[src/sv/fuzzy_subsequence_scorer_macros.svh]
// Assertion shorthands for the scorer. Each expects clk and arst_n in scope.
`ifndef FUZZY_SUBSEQUENCE_SCORER_MACROS_SVH
`define FUZZY_SUBSEQUENCE_SCORER_MACROS_SVH

// Same-cycle implication, silenced while reset is asserted.
`define FSS_ASSERT_IMP(lbl, ante, cons, msg) \
	lbl: assert property (@(posedge clk) disable iff (!arst_n) (ante) |-> (cons)) \
		else $error(msg);

// Next-cycle implication, silenced while reset is asserted.
`define FSS_ASSERT_NXT(lbl, ante, cons, msg) \
	lbl: assert property (@(posedge clk) disable iff (!arst_n) (ante) |=> (cons)) \
		else $error(msg);

`endif

[src/sv/fss_pkg.sv]
package fss_pkg;

	localparam int CHAR_W    = 8;
	localparam int SCORE_W   = 12;
	localparam int PAT_SLOTS = 16;
	localparam int PAT_IDX_W = 4;
	localparam int CFG_W     = 64;
	localparam int PLEN_W    = 5;

	localparam int DEF_MAX_PATTERN_LEN   = 16;
	localparam int DEF_MAX_CANDIDATE_LEN = 4095;

	// scoring weights
	localparam int PTS_BOUNDARY    = 10;
	localparam int PTS_CONSECUTIVE = 5;
	localparam int PTS_PLAIN       = 1;
	localparam int PTS_EXACT_CASE  = 2;
	localparam int LEN_BONUS_BASE  = 50;
	localparam int SCORE_MIN       = -2048;
	localparam int SCORE_PEAK      = 304;

	typedef enum logic [1:0] {
		CFG_PAT_LOW  = 2'd0,
		CFG_PAT_HIGH = 2'd1,
		CFG_PAT_LEN  = 2'd2
	} cfg_idx_t;

	typedef struct packed {
		logic                      char_matched;
		logic                      end_of_candidate;
		logic                      pattern_found;
		logic signed [SCORE_W-1:0] match_score;
	} res_t;

	// fold ASCII upper case onto lower case
	function automatic logic [CHAR_W-1:0] fold_case(input logic [CHAR_W-1:0] c);
		logic [CHAR_W-1:0] r;
		r = c;
		if (c >= 8'h41 && c <= 8'h5A)
			r = c + 8'h20;
		return r;
	endfunction

	function automatic logic is_separator(input logic [CHAR_W-1:0] c);
		return (c == 8'h20) || (c == 8'h3A) || (c == 8'h2F) ||
			(c == 8'h5C) || (c == 8'h5F) || (c == 8'h2D);
	endfunction

endpackage

[src/sv/fss_in_if.sv]
interface fss_in_if;
	import fss_pkg::*;

	logic              valid;
	logic              ready;
	logic [CHAR_W-1:0] char_code;
	logic              last_char;

	modport source (output valid, output char_code, output last_char, input ready);
	modport sink   (input valid, input char_code, input last_char, output ready);
endinterface

[src/sv/fss_out_if.sv]
interface fss_out_if;
	import fss_pkg::*;

	logic                      valid;
	logic                      ready;
	logic                      char_matched;
	logic                      end_of_candidate;
	logic                      pattern_found;
	logic signed [SCORE_W-1:0] match_score;

	modport source (output valid, output char_matched, output end_of_candidate,
		output pattern_found, output match_score, input ready);
	modport sink   (input valid, input char_matched, input end_of_candidate,
		input pattern_found, input match_score, output ready);
endinterface

[src/sv/fss_step.sv]
module fss_step #(
	parameter int MAX_PATTERN_LEN   = fss_pkg::DEF_MAX_PATTERN_LEN,
	parameter int MAX_CANDIDATE_LEN = fss_pkg::DEF_MAX_CANDIDATE_LEN
) (
	input  logic                                          clk,
	input  logic                                          arst_n,
	input  logic                                          advance,
	input  logic [fss_pkg::CHAR_W-1:0]                    char_code,
	input  logic                                          last_char,
	input  logic [fss_pkg::PAT_SLOTS-1:0][fss_pkg::CHAR_W-1:0] pattern_chars,
	input  logic [fss_pkg::PLEN_W-1:0]                    pattern_length,
	output fss_pkg::res_t                                 res
);
	import fss_pkg::*;

	localparam int PW = $clog2(MAX_PATTERN_LEN + 1);
	localparam int CW = $clog2(MAX_CANDIDATE_LEN + 1);
	localparam int SW = ((CW > 9) ? CW : 9) + 2;

	logic [PW-1:0] pos_q, pos_d;
	logic          after_sep_q, after_sep_d;
	logic          prev_match_q;
	logic [CW-1:0] idx_q, idx_d;
	logic [CW-1:0] first_q, first_d;
	logic [CW-1:0] last_q, last_d;
	logic [7:0]    run_q, run_d;

	logic [PW-1:0]        len_act;
	logic [CHAR_W-1:0]    pchar;
	logic [CHAR_W-1:0]    lc;
	logic                 matched;
	logic [7:0]           pts;
	logic [CW:0]          cand_len;
	logic [5:0]           bonus;
	logic [CW-1:0]        span;
	logic signed [SW-1:0] score_w;
	logic                 found;

	always_comb begin
		len_act = (pattern_length > PLEN_W'(MAX_PATTERN_LEN)) ?
			PW'(MAX_PATTERN_LEN) : PW'(pattern_length);
		pchar   = pattern_chars[PAT_IDX_W'(pos_q)];
		lc      = fold_case(char_code);
		matched = (pos_q < len_act) && (lc == fold_case(pchar));

		if (after_sep_q)
			pts = 8'(PTS_BOUNDARY);
		else if (prev_match_q)
			pts = 8'(PTS_CONSECUTIVE);
		else
			pts = 8'(PTS_PLAIN);
		if (char_code == pchar)
			pts = pts + 8'(PTS_EXACT_CASE);

		run_d   = run_q;
		first_d = first_q;
		last_d  = last_q;
		pos_d   = pos_q;
		if (matched) begin
			run_d  = run_q + pts;
			if (pos_q == '0)
				first_d = idx_q;
			last_d = idx_q;
			pos_d  = pos_q + 1'b1;
		end
		after_sep_d = is_separator(lc);

		// verdict on the updated per-candidate state
		cand_len = (CW+1)'(idx_q) + 1'b1;
		bonus    = (cand_len < (CW+1)'(LEN_BONUS_BASE)) ?
			6'((CW+1)'(LEN_BONUS_BASE) - cand_len) : 6'd0;
		span     = last_d - first_d;
		score_w  = $signed(SW'(run_d)) + $signed(SW'(bonus)) -
			$signed(SW'(span[CW-1:1]));
		found    = (len_act == '0) || (pos_d >= len_act);

		idx_d = idx_q;
		if (idx_q < CW'(MAX_CANDIDATE_LEN))
			idx_d = idx_q + 1'b1;

		res.char_matched     = matched;
		res.end_of_candidate = last_char;
		res.pattern_found    = last_char && found;
		res.match_score      = '0;
		if (last_char && found && len_act != '0) begin
			if (score_w < $signed(SW'(SCORE_MIN)))
				res.match_score = SCORE_W'(SCORE_MIN);
			else
				res.match_score = SCORE_W'(score_w);
		end
	end

	always_ff @(posedge clk or negedge arst_n) begin
		if (!arst_n) begin
			pos_q        <= '0;
			after_sep_q  <= 1'b1;
			prev_match_q <= 1'b0;
			idx_q        <= '0;
			first_q      <= '0;
			last_q       <= '0;
			run_q        <= '0;
		end else if (advance) begin
			if (last_char) begin
				// drop all per-candidate state for the next string
				pos_q        <= '0;
				after_sep_q  <= 1'b1;
				prev_match_q <= 1'b0;
				idx_q        <= '0;
				first_q      <= '0;
				last_q       <= '0;
				run_q        <= '0;
			end else begin
				pos_q        <= pos_d;
				after_sep_q  <= after_sep_d;
				prev_match_q <= matched;
				idx_q        <= idx_d;
				first_q      <= first_d;
				last_q       <= last_d;
				run_q        <= run_d;
			end
		end
	end

endmodule

[src/sv/fuzzy_subsequence_scorer.sv]
// Fuzzy subsequence scorer: streams a candidate string one character word at a
// time against a pattern of up to MAX_PATTERN_LEN characters held in three
// configuration registers (low chars, high chars, length; write only while the
// block is idle). Matching is greedy, ASCII case-insensitive, and every word
// returns one result word: char_matched flags a highlight position, and on the
// word marked last_char the verdict (pattern_found, signed match_score) is
// given and per-candidate state returns to its reset value. Throughput is one
// character per cycle while the result side is not stalled; each accepted
// character passes through the input register and then through the
// per-character step logic into the result register. The character position
// saturates at MAX_CANDIDATE_LEN. No clearing pass is needed after reset.
`include "fuzzy_subsequence_scorer_macros.svh"

module fuzzy_subsequence_scorer #(
	parameter int MAX_PATTERN_LEN   = fss_pkg::DEF_MAX_PATTERN_LEN,
	parameter int MAX_CANDIDATE_LEN = fss_pkg::DEF_MAX_CANDIDATE_LEN
) (
	input  logic                      clk,
	input  logic                      arst_n,
	fss_in_if.sink                    char_in,
	fss_out_if.source                 result_out,
	input  logic                      cfg_wen,
	input  logic [1:0]                cfg_index,
	input  logic [fss_pkg::CFG_W-1:0] cfg_wdata
);
	import fss_pkg::*;

	// configuration registers
	logic [CFG_W-1:0]  pat_low_q;
	logic [CFG_W-1:0]  pat_high_q;
	logic [PLEN_W-1:0] pat_len_q;

	// input register stage
	logic              valid_s1;
	logic [CHAR_W-1:0] char_code_s1;
	logic              last_char_s1;

	// result register stage
	logic valid_s2;
	res_t res_s2;
	res_t res_step;

	logic advance;

	// advance the input stage whenever the result register is free or drains
	assign advance       = valid_s1 && (!valid_s2 || result_out.ready);
	assign char_in.ready = !valid_s1 || advance;

	always_ff @(posedge clk or negedge arst_n) begin
		if (!arst_n) begin
			pat_low_q  <= '0;
			pat_high_q <= '0;
			pat_len_q  <= '0;
		end else if (cfg_wen) begin
			case (cfg_idx_t'(cfg_index))
				CFG_PAT_LOW:  pat_low_q  <= cfg_wdata;
				CFG_PAT_HIGH: pat_high_q <= cfg_wdata;
				CFG_PAT_LEN:  pat_len_q  <= cfg_wdata[PLEN_W-1:0];
				default: ;
			endcase
		end
	end

	always_ff @(posedge clk or negedge arst_n) begin
		if (!arst_n)
			valid_s1 <= 1'b0;
		else if (char_in.ready)
			valid_s1 <= char_in.valid;
	end

	// payload holds while the stage is stalled
	always_ff @(posedge clk) begin
		if (char_in.ready && char_in.valid) begin
			char_code_s1 <= char_in.char_code;
			last_char_s1 <= char_in.last_char;
		end
	end

	fss_step #(
		.MAX_PATTERN_LEN   (MAX_PATTERN_LEN),
		.MAX_CANDIDATE_LEN (MAX_CANDIDATE_LEN)
	) u_step (
		.clk            (clk),
		.arst_n         (arst_n),
		.advance        (advance),
		.char_code      (char_code_s1),
		.last_char      (last_char_s1),
		.pattern_chars  ({pat_high_q, pat_low_q}),
		.pattern_length (pat_len_q),
		.res            (res_step)
	);

	always_ff @(posedge clk or negedge arst_n) begin
		if (!arst_n)
			valid_s2 <= 1'b0;
		else if (advance)
			valid_s2 <= 1'b1;
		else if (result_out.ready)
			valid_s2 <= 1'b0;
	end

	always_ff @(posedge clk) begin
		if (advance)
			res_s2 <= res_step;
	end

	assign result_out.valid            = valid_s2;
	assign result_out.char_matched     = res_s2.char_matched;
	assign result_out.end_of_candidate = res_s2.end_of_candidate;
	assign result_out.pattern_found    = res_s2.pattern_found;
	assign result_out.match_score      = res_s2.match_score;

	// a verdict only ever rides on the last character of a candidate
	`FSS_ASSERT_IMP(a_found_at_end, valid_s2 && res_s2.pattern_found, res_s2.end_of_candidate, "verdict on a non-final word")

	// mid-string words carry a zero score
	`FSS_ASSERT_IMP(a_score_zero_mid, valid_s2 && !res_s2.end_of_candidate, res_s2.match_score == '0, "score on a mid-string word")

	// the running score plus the length bonus bounds the verdict from above
	`FSS_ASSERT_IMP(a_score_peak, valid_s2, res_s2.match_score <= $signed(SCORE_W'(SCORE_PEAK)), "score above its ceiling")

	// a stalled result never loses a word: the input stage must hold too
	`FSS_ASSERT_NXT(a_stall_holds, valid_s1 && valid_s2 && !result_out.ready, valid_s1 && valid_s2, "word lost under stall")

endmodule

[src/flat_wrapper.sv]
// flat-port wrapper written by rule: the top's interface ports become plain ports
module fuzzy_subsequence_scorer_flat import fss_pkg::*;
#(
	parameter int MAX_PATTERN_LEN   = fss_pkg::DEF_MAX_PATTERN_LEN,
	parameter int MAX_CANDIDATE_LEN = fss_pkg::DEF_MAX_CANDIDATE_LEN
)
  (clk, arst_n, cfg_wen, cfg_index, cfg_wdata, char_in_valid, char_in_char_code, char_in_last_char, char_in_ready, result_out_valid, result_out_char_matched, result_out_end_of_candidate, result_out_pattern_found, result_out_match_score, result_out_ready);
  fss_in_if char_in_i ();
  fss_out_if result_out_i ();
  input  logic clk;
  input  logic arst_n;
  input  logic cfg_wen;
  input  logic [1:0] cfg_index;
  input  logic [fss_pkg::CFG_W-1:0] cfg_wdata;
  input wire logic [$bits(char_in_i.valid)-1:0] char_in_valid;
  input wire logic [$bits(char_in_i.char_code)-1:0] char_in_char_code;
  input wire logic [$bits(char_in_i.last_char)-1:0] char_in_last_char;
  output wire logic [$bits(char_in_i.ready)-1:0] char_in_ready;
  output wire logic [$bits(result_out_i.valid)-1:0] result_out_valid;
  output wire logic [$bits(result_out_i.char_matched)-1:0] result_out_char_matched;
  output wire logic [$bits(result_out_i.end_of_candidate)-1:0] result_out_end_of_candidate;
  output wire logic [$bits(result_out_i.pattern_found)-1:0] result_out_pattern_found;
  output wire logic [$bits(result_out_i.match_score)-1:0] result_out_match_score;
  input wire logic [$bits(result_out_i.ready)-1:0] result_out_ready;
  assign char_in_i.valid = char_in_valid;
  assign char_in_i.char_code = char_in_char_code;
  assign char_in_i.last_char = char_in_last_char;
  assign char_in_ready = char_in_i.ready;
  assign result_out_valid = result_out_i.valid;
  assign result_out_char_matched = result_out_i.char_matched;
  assign result_out_end_of_candidate = result_out_i.end_of_candidate;
  assign result_out_pattern_found = result_out_i.pattern_found;
  assign result_out_match_score = result_out_i.match_score;
  assign result_out_i.ready = result_out_ready;
  fuzzy_subsequence_scorer #(.MAX_PATTERN_LEN(MAX_PATTERN_LEN), .MAX_CANDIDATE_LEN(MAX_CANDIDATE_LEN)) u_core (.clk(clk), .arst_n(arst_n), .char_in(char_in_i), .result_out(result_out_i), .cfg_wen(cfg_wen), .cfg_index(cfg_index), .cfg_wdata(cfg_wdata));
endmodule
[config.mk]
export PLATFORM = sky130hd
export DESIGN_NAME = fuzzy_subsequence_scorer_flat
export DESIGN_NICKNAME = d
export VERILOG_FILES = /design/src/sv/fss_pkg.sv /design/src/sv/fss_in_if.sv /design/src/sv/fss_out_if.sv /design/src/sv/fss_step.sv /design/src/sv/fuzzy_subsequence_scorer.sv /design/src/flat_wrapper.sv
export VERILOG_INCLUDE_DIRS = /design/src /design/src/sv
export SDC_FILE = /design/constraint.sdc
export NUM_CORES = 1
export LEC_CHECK = 0
export ABC_AREA = 1
export BUFFER_PORTS_ARGS = -buffer_cell sky130_fd_sc_hd__buf_2
export CORE_ASPECT_RATIO = 1.1
export CORE_MARGIN = 2
export CORE_UTILIZATION = 43
export DETAILED_ROUTE_END_ITERATION = 12
export PLACE_DENSITY_LB_ADDON = 0.15
export SYNTH_ARGS = -nofsm -noshare
export SYNTH_HDL_FRONTEND = slang
export SYNTH_SLANG_ARGS = --single-unit
[constraint.sdc]
create_clock -name clk -period 10.7 [get_ports clk]
set_clock_uncertainty 0.1 [all_clocks]
set_input_delay 0.535 -clock clk [delete_from_list [all_inputs] [get_ports clk]]
set_output_delay 0.535 -clock clk [all_outputs]
set_load 0.005 [all_outputs]
==> summary.md, run 1 <==
| Metric | Value |
|---|---|
| Outcome | `completed` |
| TritonCTS clock tree | `yes` |
| Gpl congestion | `0.8380` |
| Clock network fraction of total power | `31.0%` |
| Finished Cell Area | `13380 µm²` |
| Avg WL per Cell | `15.17 µm` |
| Clock latency on the worst-skew pair | `0.52 ns` |
| Max stage delay on crit path | `0.80 ns` |
| Min Hold Slack | `0.06659 ns` |
| Largest net degree at the start of global routing | `129` |
| Via count | `10100` |
| Antenna cells | `0` |
| Pwr Density | `191.0 nW/µm²` |
| Gr ovfl total | `0` |
| Max Clock Freq | `140.6 MHz` |
| Internal Power | `1.690 mW` |
| Initial antenna violation count | `0` |
| M1 wire length | `13.53 mm` |
| Yosys reg bits | `210` |
| Most common cell after layout, fill and taps aside | `nand2_1` |
| Vias in the first global route | `9847` |
| Multi-input gate area in the final layout | `5461 µm²` |
| Starting Density | `43.93%` |
| Syn avg cell area | `7.627 µm²` |
| First-pass GRT wire length | `50.11 mm` |
| Syn nets | `1692` |
| CTS buffer count | `25` |
| RSZ-0062 raised after global routing | `no` |
| HPWL Detailed | `21.53 mm` |
| Setup bufs post-CTS | `0` |
| Register area share after synthesis | `45.13%` |
| Fin worst setup slack | `3.588 ns` |
| Count of cell types in the netlist | `48` |
| Antenna viol nets, final | `0` |
| Core Region | `27120 µm²` |
| Max Cap Viol | `0` |
| Layout cell share with drive strength beyond 1 | `10.10%` |
| Residual DRC | `0` |
| IO Pins | `97` |
| Tot Pwr | `2.556 mW` |
| WL final | `30.35 mm` |
| H-tree depth | `1` |
| Core Util, Final | `49.35%` |
| Metal3 WL | `994 µm` |
| Commonest non-fill, non-tap cells in the layout | `nand2_1, inv_1, o21ai_0` |
| Storage cell area | `5378 µm²` |
| Final setup TNS | `0 ns` |
| Endpoints failing hold | `0` |
| Ranking of synthesized cells by area | `dfrtp_1, nand2_1, o21ai_0, inv_1, edfxtp_1` |
| Area grow syn2layout | `12.34%` |
| Die H | `178.6 µm` |
| CTS resizes | `0` |
| Placed cell areas | `12620 µm²` |
| Buffers on Ports | `96` |
| Clock buffer depth | `3` |
| Peak VDD IR | `0.0001288 V` |
| Fillers | `2748` |
| Worst-margin pin slew | `1.166 ns` |
| CP startpoint kind | `flip-flop` |
| Worst Setup End Kind | `flip-flop` |
| Crit path max fanout | `43` |
| Slew headroom | `22.20%` |
| Gate Count Post-Synth | `1562` |
| Synth Cell Area | `11910 µm²` |
| Crit share post-route | `66.47%` |
| Top sig layer | `met4` |
| Crit path time final | `7.112 ns` |
| CP Class | `flip-flop to flip-flop` |
| Nets | `1757` |
| Worst-path clk slew | `0.06 ns` |
| Switching part of the total | `33.89%` |
| Synth Warn # | `0` |
| Hold Crit Class | `primary input to async pin` |
| Area share of the largest cell type after synthesis | `38.86%` |
| Seq pwr share | `38.7%` |
| WP buf/inv | `4` |
| Placed cells | `1957` |
| Crit path required time | `10.85 ns` |
| Count of pins over their slew limit | `0` |
| DR vias/cell | `5.048` |
| Static leakage | `6.904 nW` |
| Slowest cell on crit path | `dfrtp_1` |
| Crit path max-delay family | `simple AND/OR/NAND/NOR gates` |
| Cell taking the most area after synthesis | `dfrtp_1` |
| Drt pass-1 iters | `6` |
| Switching power | `0.8661 mW` |
| # rows | `63` |
| Die width | `162.7 µm` |
| Final Setup Violations | `0` |
| Clock Tree Root | `clkbuf_16` |
| Detailed router's first-iteration violation count | `681` |
| Pre-CTS worst setup slack | `3.642 ns` |
| Hold-fix buffers, CTS | `0` |
| Crit path DAT | `7.26 ns` |
| Tot GR Track Use | `21.39%` |
| Final Non-Filler Cells | `2001` |
| Most repeated library cell on the critical path | `nand2_1` |
| Metal2 WL | `14.95 mm` |
| Combinational share of power | `30.3%` |
| Die Area | `29050 µm²` |
| TritonCTS Sinks | `210` |
-- metal layers --
metal | up-vias | global-route usage, %
met2 | 182 | 37.80
met4 | 0 | 6.416
met3 | 49 | 2.534
li1 | 5130 | -
met5 | - | 0
met1 | 4740 | 27.49
-- power by group through the flow --
| stage | clock network [mW] | registers, mW | logic [mW] |
|---|---|---|---|
| CTS | 0.813 | 0.989 | 0.786 |
| global placement | 0 | 1.00 | 0.774 |
| floorplan | 0 | 0.987 | 0.575 |
| detailed placement | 0 | 1.00 | 0.782 |
| finish | 0.792 | 0.989 | 0.775 |
| global route | 0.844 | 1.00 | 0.900 |
-- registers in the layout, summed over array words and instances, names as in the netlist --
| name | cells |
|---|---|
| u_core.u_step.last_q | 12 |
| u_core.u_step.prev_match_q | 1 |
| u_core.u_step.after_sep_q | 1 |
| u_core.last_char_s1 | 1 |
| u_core.result_out.pattern_found | 1 |
| u_core.u_step.pos_q | 5 |
| u_core.pat_low_q | 64 |
| u_core.result_out.match_score | 12 |
| u_core.pat_len_q | 5 |
| u_core.u_step.first_q | 12 |
| u_core.pat_high_q | 64 |
| u_core.result_out.end_of_candidate | 1 |
| u_core.result_out.valid | 1 |
| u_core.u_step.run_q | 8 |
| u_core.valid_s1 | 1 |
| u_core.u_step.idx_q | 12 |
| u_core.result_out.char_matched | 1 |
| u_core.char_code_s1 | 8 |
-- cells in the mapped netlist (all sizes together) --
| master | count |
|---|---|
| nor3 | 11 |
| clkbuf | 43 |
| nand2 | 470 |
| a21oi | 35 |
| nor3b | 1 |
| a22o | 5 |
| dfstp | 1 |
| clkinv | 3 |
| o21bai | 3 |
| nand4 | 14 |
| a22oi | 1 |
| a21boi | 3 |
| nand3b | 3 |
| o32ai | 1 |
| fa | 8 |
| edfxtp | 24 |
| conb | 1 |
| o21a | 5 |
| nor4 | 2 |
| inv | 209 |
| dfrtp | 185 |
| nor2 | 112 |
| nand3 | 78 |
| a211oi | 1 |
| o31ai | 1 |
| xnor2 | 4 |
| buf | 22 |
| xor2 | 29 |
| a21o | 1 |
| o211ai | 5 |
| o21ai | 206 |
| ha | 42 |
| o22ai | 30 |
| a31oi | 3 |
-- final cells by class --
class | instances | area share (%)
multi-input combinational | 1075 | 40.81
timing repair buffer | 103 | 4.048
sequential | 210 | 40.18
inverter | 212 | 5.956
clock inverter | 1 | 0.03740
tap | 357 | 3.338
clock buffer | 43 | 5.628
-- path summary, 6_finish.rpt --
kind                                         from                           endpoint  slack [ns]  cells past startpoint
setup / recovery           u_core.u_step.pos_q[1]  u_core.result_out.match_score[11]        3.59                     36
min in group clk             char_in_char_code[5]             u_core.char_code_s1[5]        0.09                      1
setup reg to reg           u_core.u_step.pos_q[1]  u_core.result_out.match_score[11]        3.59                     36
hold reg to reg              u_core.pat_high_q[5]               u_core.pat_high_q[5]        0.38                      2
max in group asynchronous                  arst_n             u_core.u_step.pos_q[0]        8.86                      2
hold / removal                             arst_n             u_core.u_step.run_q[7]        0.07                      1
-- cell families (layout without fill, tap and decap cells) --
group	after synthesis	in the layout	share of synthesized area, %
xor+xnor	33	33	2.426
compound gates	300	300	13.69
simple gates	691	691	23.82
other cells	1	1	0.03148
flops	210	210	45.13
fa+ha+maj	50	50	5.756
buf+inv	277	359	9.148
No activity file was read; power rests on OpenSTA's default activity.
==> run 2, diff against run 1 <==
==> constraint.sdc (replaced) <==
create_clock -name clk -period 5.7 [get_ports clk]
set_clock_uncertainty 0.1 [all_clocks]
set_input_delay 0.285 -clock clk [delete_from_list [all_inputs] [get_ports clk]]
set_output_delay 0.285 -clock clk [all_outputs]
set_load 0.005 [all_outputs]
==> run 2 against run 1 <==
Against the previous run:
- the run now ends with negative setup slack left
- combinational power increased to 2.9 times the previous value
- maximum frequency rose by 20%
- total power is 120% higher
- hold slack lost 0.058 ns
- sequential power grew 89%
- die area unchanged
- first-iteration DRC count down 2.9%
- critical path type unchanged
- largest power group is now combinational cells
- wire length up 10%
- worst setup slack got worse by 3.8 ns
- highest routed layer unchanged
==> summary.md, run 2 (synthesis results as in run 1) <==
| Metric | Value |
|---|---|
| Endpoints failing hold | `0 (unchanged)` |
| Gr ovfl total | `0 (unchanged)` |
| Initial antenna violation count | `0 (unchanged)` |
| Min-delay src | `cfg_wdata[17]` |
| Area grow syn2layout | `33.36%` |
| Crit path time final | `5.912 ns (-1.201 ns)` |
| Peak VDD IR | `0.0003439 V (+170%)` |
| Worst r2r path cells | `46 (+28%)` |
| Final Setup Violations | `4 (+4)` |
| Die Area | `29050 µm² (unchanged)` |
| H-tree depth | `1 (unchanged)` |
| GR Util met2 | `41.08% (+3.3 points)` |
| Hold Crit Class | `primary input to flip-flop` |
| Final setup TNS | `-0.3005 ns (-0.3005 ns)` |
| Vias in the first global route | `10640 (+8.1%)` |
| Core Util, Final | `58.59% (+9.2 points)` |
| Slew headroom | `21.83% (-0.37 points)` |
| Largest net degree at the start of global routing | `115 (-11%)` |
| Fin worst setup slack | `-0.2115 ns (-3.799 ns)` |
| Tot Pwr | `5.673 mW (+120%)` |
| Worst Setup End Kind | `flip-flop` |
| Crit path DAT | `6.09 ns (-1.17 ns)` |
| Via count | `11040 (+9.3%)` |
| Residual DRC | `0 (unchanged)` |
| First-pass GRT wire length | `53.17 mm (+6.1%)` |
| TritonCTS Sinks | `210 (unchanged)` |
| Met3 Use GR | `2.395% (-0.14 points)` |
| Met1 Use GR | `28.21% (+0.72 points)` |
| Detailed router's first-iteration violation count | `661 (-2.9%)` |
| Avg WL per Cell | `15.21 µm (+0.29%)` |
| RSZ-0062 raised after global routing | `yes` |
| Commonest non-fill, non-tap cells in the layout | `nand2_1, inv_1, dfrtp_1` |
| WL final | `33.50 mm (+10%)` |
| # rows | `63 (unchanged)` |
| Reg2reg setup slack | `-0.21 ns (-3.80 ns)` |
| Clock buffer depth | `3 (unchanged)` |
| Max stage delay on crit path | `0.50 ns (-0.30 ns)` |
| IO Pins | `97 (unchanged)` |
| Slowest cell on crit path | `dfrtp_2` |
| Crit share post-route | `103.7% (+37 points)` |
| Worst-margin pin slew | `1.171 ns (+0.005519 ns)` |
| Static leakage | `8.012 nW (+16%)` |
| Drt pass-1 iters | `5 (-1)` |
| Max Cap Viol | `0 (unchanged)` |
| Gpl congestion | `0.8335 (-0.54%)` |
| Tot GR Track Use | `22.76% (+1.4 points)` |
| Clock Tree Root | `clkbuf_16` |
| Hold Path Depth | `3` |
| Most common cell after layout, fill and taps aside | `nand2_1` |
| Buffers on Ports | `96 (unchanged)` |
| Die width | `162.7 µm (unchanged)` |
| Crit path max fanout | `8 (-81%)` |
| Antenna cells | `0 (unchanged)` |
| Starting Density | `43.93% (unchanged)` |
| Crit path required time | `5.88 ns (-4.97 ns)` |
| CP Class | `flip-flop to flip-flop` |
| CP startpoint kind | `flip-flop` |
| HPWL Detailed | `22.62 mm (+5.1%)` |
| Layout cell share with drive strength beyond 1 | `22.06% (+12 points)` |
| Pwr Density | `357.1 nW/µm² (+87%)` |
| Nets | `1958 (+11%)` |
| Count of pins over their slew limit | `0 (unchanged)` |
| DR vias/cell | `5.013 (-0.69%)` |
| TritonCTS clock tree | `yes` |
| Most repeated library cell on the critical path | `nand2_1` |
| Failing checks | `negative setup slack` |
| GR peak layer | `met2` |
| Antenna viol nets, final | `0 (unchanged)` |
| Final Non-Filler Cells | `2202 (+10%)` |
| Hold path endpoint | `u_core.pat_high_q[17]` |
| Placed cells | `2039 (+4.2%)` |
| Outcome | `finished with violations` |
| Pre-CTS worst setup slack | `-0.2584 ns (-3.901 ns)` |
| Reg-to-reg startpoint | `u_core.u_step.pos_q[0]` |
| Clock latency on the worst-skew pair | `0.53 ns (about the same)` |
| RR Endpoint | `u_core.result_out.match_score[10]` |
| Worst-path clk slew | `0.06 ns (about the same)` |
| Die H | `178.6 µm (unchanged)` |
| CTS buffer count | `24 (-4.0%)` |
| Largest registers | `u_core.pat_high_q x64, u_core.pat_low_q x64` |
| Max Clock Freq | `169.2 MHz (+20%)` |
| Core Region | `27120 µm² (unchanged)` |
[run 2: area by class of cell]
cell class | count | area [µm²]
fill | 2464 | 11230
multi-input combinational | 1076 | 5984
sequential | 210 | 5378
timing repair buffer | 304 | 2467
inverter | 212 | 805.8
clock buffer | 29 | 671.9
tap | 357 | 446.7
clock inverter | 14 | 132.6
[run 2: what timing repair did]
item / 4_1_cts / 5_1_grt
hold buffers: 76 / 0
endpoints found under the hold margin: 222 / 0
pin swaps: 20 / 73
resized for setup: 43 / 103
setup buffers: 11 / 29
setup endpoints to repair: 5 / 9
cloned: 4 / 1
[run 2: per-layer routing]
metal / routed length (µm) / vias to the layer above
met1: 14420 / 5209
met5: 0 / -
met2: 16860 / 226
met3: 1060 / 59
li1: - / 5545
met4: 1156 / 0
[run 2: how the worst max path moves through the flow]
stage	from	end	slack (ns)	cells after the start
after floorplan	u_core.u_step.pos_q[0]	u_core.result_out.match_score[10]	0.03	47
after global placement	u_core.u_step.pos_q[0]	u_core.result_out.match_score[10]	-0.16	40
after detailed placement	u_core.u_step.pos_q[0]	u_core.result_out.match_score[10]	-0.26	41
after CTS	u_core.u_step.pos_q[0]	u_core.result_out.match_score[10]	-0.17	46
after global routing	u_core.u_step.pos_q[0]	u_core.result_out.match_score[10]	-0.57	46
final	u_core.u_step.pos_q[0]	u_core.result_out.match_score[10]	-0.21	46
[run 2: report_power, final]
part,total [mW],internal [mW],switching (mW)
logic,2.24,1.06,1.17
registers,1.87,1.74,0.128
clock network,1.57,0.930,0.638
[run 2: stage by stage]
| stage | hold slack [ns] | area, µm² |
|---|---|---|
| 2_1_floorplan | -0.1106 | 11920 |
| 3_3_place_gp | 0.2962 | 13360 |
| 3_5_place_dp | 0.3087 | 13360 |
| 4_1_cts | 0.001667 | 15250 |
| 5_1_grt | 0.007148 | 15890 |
| 6_report | 0.008375 | 15890 |
[run 2: worst max-delay path: cells and delay by family, from the launching register on]
kind / cells / cell delay (ns)
buffers and inverters: 12 / 1.17
AOI/OAI and AO/OA: 3 / 0.26
adders and majority gates: 4 / 1.27
DFF: 1 / 0.50
and+or+nand+nor: 27 / 2.37
==> run 3, diff against run 2 <==
--- a/config.mk
+++ b/config.mk
@@ -12,6 +12,7 @@
 export CORE_MARGIN = 2
 export CORE_UTILIZATION = 43
 export DETAILED_ROUTE_END_ITERATION = 12
+export HOLD_SLACK_MARGIN = 0.05
 export PLACE_DENSITY_LB_ADDON = 0.15
 export SYNTH_ARGS = -nofsm -noshare
 export SYNTH_HDL_FRONTEND = slang
==> run 3 against run 2 <==
Against the previous run:
- the run still ends with negative setup slack left
- largest cell class unchanged
- cell area increased by 0.13%
- critical path type unchanged
- critical path depth unchanged
- die area unchanged
- hold slack improved by 0.067 ns
- clock power about the same
- flip-flop and latch count unchanged
- via count decreased by 0.23%
- largest power group unchanged
- clock-buffer cell count unchanged
==> summary.md, run 3 (synthesis results as in run 1) <==
| Metric | Value |
|---|---|
| Outcome | `finished with violations` |
| Failing checks | `negative setup slack` |
| Max Clock Freq | `169.3 MHz (about the same)` |
| Starting Density | `43.93% (unchanged)` |
| DR vias/cell | `4.997 (-0.32%)` |
| # rows | `63 (unchanged)` |
| Largest net degree at the start of global routing | `115 (unchanged)` |
| Final Setup Violations | `3 (-1)` |
| Crit path max fanout | `8 (unchanged)` |
| Drt pass-1 iters | `5 (unchanged)` |
| CP Class | `flip-flop to flip-flop` |
| Residual DRC | `0 (unchanged)` |
| Avg WL per Cell | `15.15 µm (-0.43%)` |
| Core Region | `27120 µm² (unchanged)` |
| HPWL Detailed | `22.62 mm (unchanged)` |
| Clock latency on the worst-skew pair | `0.53 ns (about the same)` |
| Crit path required time | `5.88 ns (about the same)` |
| WP buf/inv | `12 (unchanged)` |
| TritonCTS Sinks | `210 (unchanged)` |
| Slew headroom | `20.87% (-0.96 points)` |
| Fillers | `2458 (-0.24%)` |
| Fin worst setup slack | `-0.2064 ns (+0.005068 ns)` |
| Static leakage | `8.020 nW (about the same)` |
| Area grow syn2layout | `33.53%` |
| Nets | `1960 (+0.10%)` |
| WL final | `33.39 mm (-0.34%)` |
| Crit path max-delay family | `simple AND/OR/NAND/NOR gates` |
| CP startpoint kind | `flip-flop` |
| Pwr Density | `356.6 nW/µm² (-0.13%)` |
| Endpoints failing hold | `0 (unchanged)` |
| Clock buffer depth | `3 (unchanged)` |
| Placed cells | `2039 (unchanged)` |
| Worst-margin pin slew | `1.186 ns (+0.01439 ns)` |
| Antenna cells | `0 (unchanged)` |
| Detailed router's first-iteration violation count | `629 (-4.8%)` |
| Finished Cell Area | `15910 µm² (+0.13%)` |
| Max stage delay on crit path | `0.49 ns (about the same)` |
| CTS buffer count | `24 (unchanged)` |
| Die width | `162.7 µm (unchanged)` |
| Die H | `178.6 µm (unchanged)` |
| Most common cell after layout, fill and taps aside | `nand2_1` |
| Antenna viol nets, final | `0 (unchanged)` |
| Placed cell areas | `13360 µm² (unchanged)` |
| Largest registers | `u_core.pat_high_q x64, u_core.pat_low_q x64` |
| IO Pins | `97 (unchanged)` |
| Worst Setup End Kind | `flip-flop` |
| Initial antenna violation count | `0 (unchanged)` |
| Buffers on Ports | `96 (unchanged)` |
| Commonest non-fill, non-tap cells in the layout | `nand2_1, inv_1, dfrtp_1` |
| First-pass GRT wire length | `53.17 mm (unchanged)` |
| Vias in the first global route | `10640 (-0.0094%)` |
| Gpl congestion | `0.8335 (unchanged)` |
| RSZ-0062 raised after global routing | `yes` |
| Hold Crit Class | `primary input to flip-flop` |
| Max Cap Viol | `0 (unchanged)` |
| Gr ovfl total | `0 (unchanged)` |
| Via count | `11010 (-0.23%)` |
| Slowest cell on crit path | `dfrtp_2` |
| H-tree depth | `1 (unchanged)` |
| Crit path time final | `5.906 ns (-0.005068 ns)` |
| TritonCTS clock tree | `yes` |
| Peak VDD IR | `0.0003439 V (about the same)` |
| Final setup TNS | `-0.2743 ns (+0.02620 ns)` |
| Count of pins over their slew limit | `0 (unchanged)` |
| Worst-path clk slew | `0.06 ns (about the same)` |
| Final Non-Filler Cells | `2204 (+0.091%)` |
| Min Hold Slack | `0.07504 ns (+0.06666 ns)` |
| Layout cell share with drive strength beyond 1 | `22.04% (-0.024 points)` |
| Crit share post-route | `103.6% (about the same)` |
| Most repeated library cell on the critical path | `nand2_1` |
| Tot GR Track Use | `22.76% (unchanged)` |
| Die Area | `29050 µm² (unchanged)` |
| Crit path DAT | `6.09 ns (about the same)` |
| Clock Tree Root | `clkbuf_16` |
-- run 3: changes by cell type in the layout (fill, tap and decap cells not counted) --
cell           delta
dlygate4sd3_1     +2
-- run 3: power by group --
part	switching, mW	internal (mW)	total (mW)
logic	1.17	1.06	2.24
registers	0.128	1.74	1.87
clock network	0.636	0.930	1.57
-- run 3: what timing repair did --
action	4_1_cts	5_1_grt
hold endpoints to repair	228	0
hold buffers	78	0
setup endpoints to repair	5	9
buffers inserted	11	29
resized for setup	43	103
cloned	4	1
pin swaps	20	73
-- run 3: worst register-to-register path: cells and delay by family (launching register included) --
family | cells | cell delay, ns
AOI/OAI and AO/OA | 3 | 0.26
adders and majority gates | 4 | 1.27
buffers and inverters | 12 | 1.17
DFF | 1 | 0.49
and+or+nand+nor | 27 | 2.37
-- run 3: area by class of cell --
class / count / area (µm²) / share of cell area (%)
clock buffers: 29 / 671.9 / 4.224
clock inverters: 14 / 132.6 / 0.8338
inverters: 212 / 805.8 / 5.066
multi-input cells: 1076 / 5984 / 37.62
flip-flops and latches: 210 / 5378 / 33.81
well taps: 357 / 446.7 / 2.808
repair buffers: 306 / 2487 / 15.64
-- run 3: layer usage --
layer / wire length (µm) / GRT usage [%] / share of wire, % / vias to the layer above
met3: 1025 / 2.395 / 3.1 / 61
met4: 1157 / 8.112 / 3.5 / 0
met2: 16880 / 41.05 / 51 / 228
li1: - / - / - / 5547
met5: 0 / 0 / 0 / -
met1: 14330 / 28.24 / 43 / 5178
-- run 3: worst paths after layout --
path	start	to	slack, ns	cells past startpoint
max	u_core.u_step.pos_q[0]	u_core.result_out.match_score[10]	-0.21	46
min	cfg_index[0]	u_core.pat_low_q[12]	0.08	4
max reg2reg	u_core.u_step.pos_q[0]	u_core.result_out.match_score[10]	-0.21	46
min reg2reg	u_core.pat_low_q[28]	u_core.pat_low_q[28]	0.39	2
max in group asynchronous	arst_n	u_core.pat_high_q[62]	3.96	3
min in group asynchronous	arst_n	u_core.u_step.run_q[1]	0.28	2
-- run 3: through the flow --
stage	setup WS (ns)	util, %	power [mW]
2_1_floorplan	0.03459	-	2.932
3_5_place_dp	-0.2584	49.26	3.618
4_1_cts	-0.1716	56.32	5.378
6_report	-0.2064	58.66	5.673
3_3_place_gp	-0.1622	49.26	3.586
5_1_grt	-0.5732	58.66	6.075
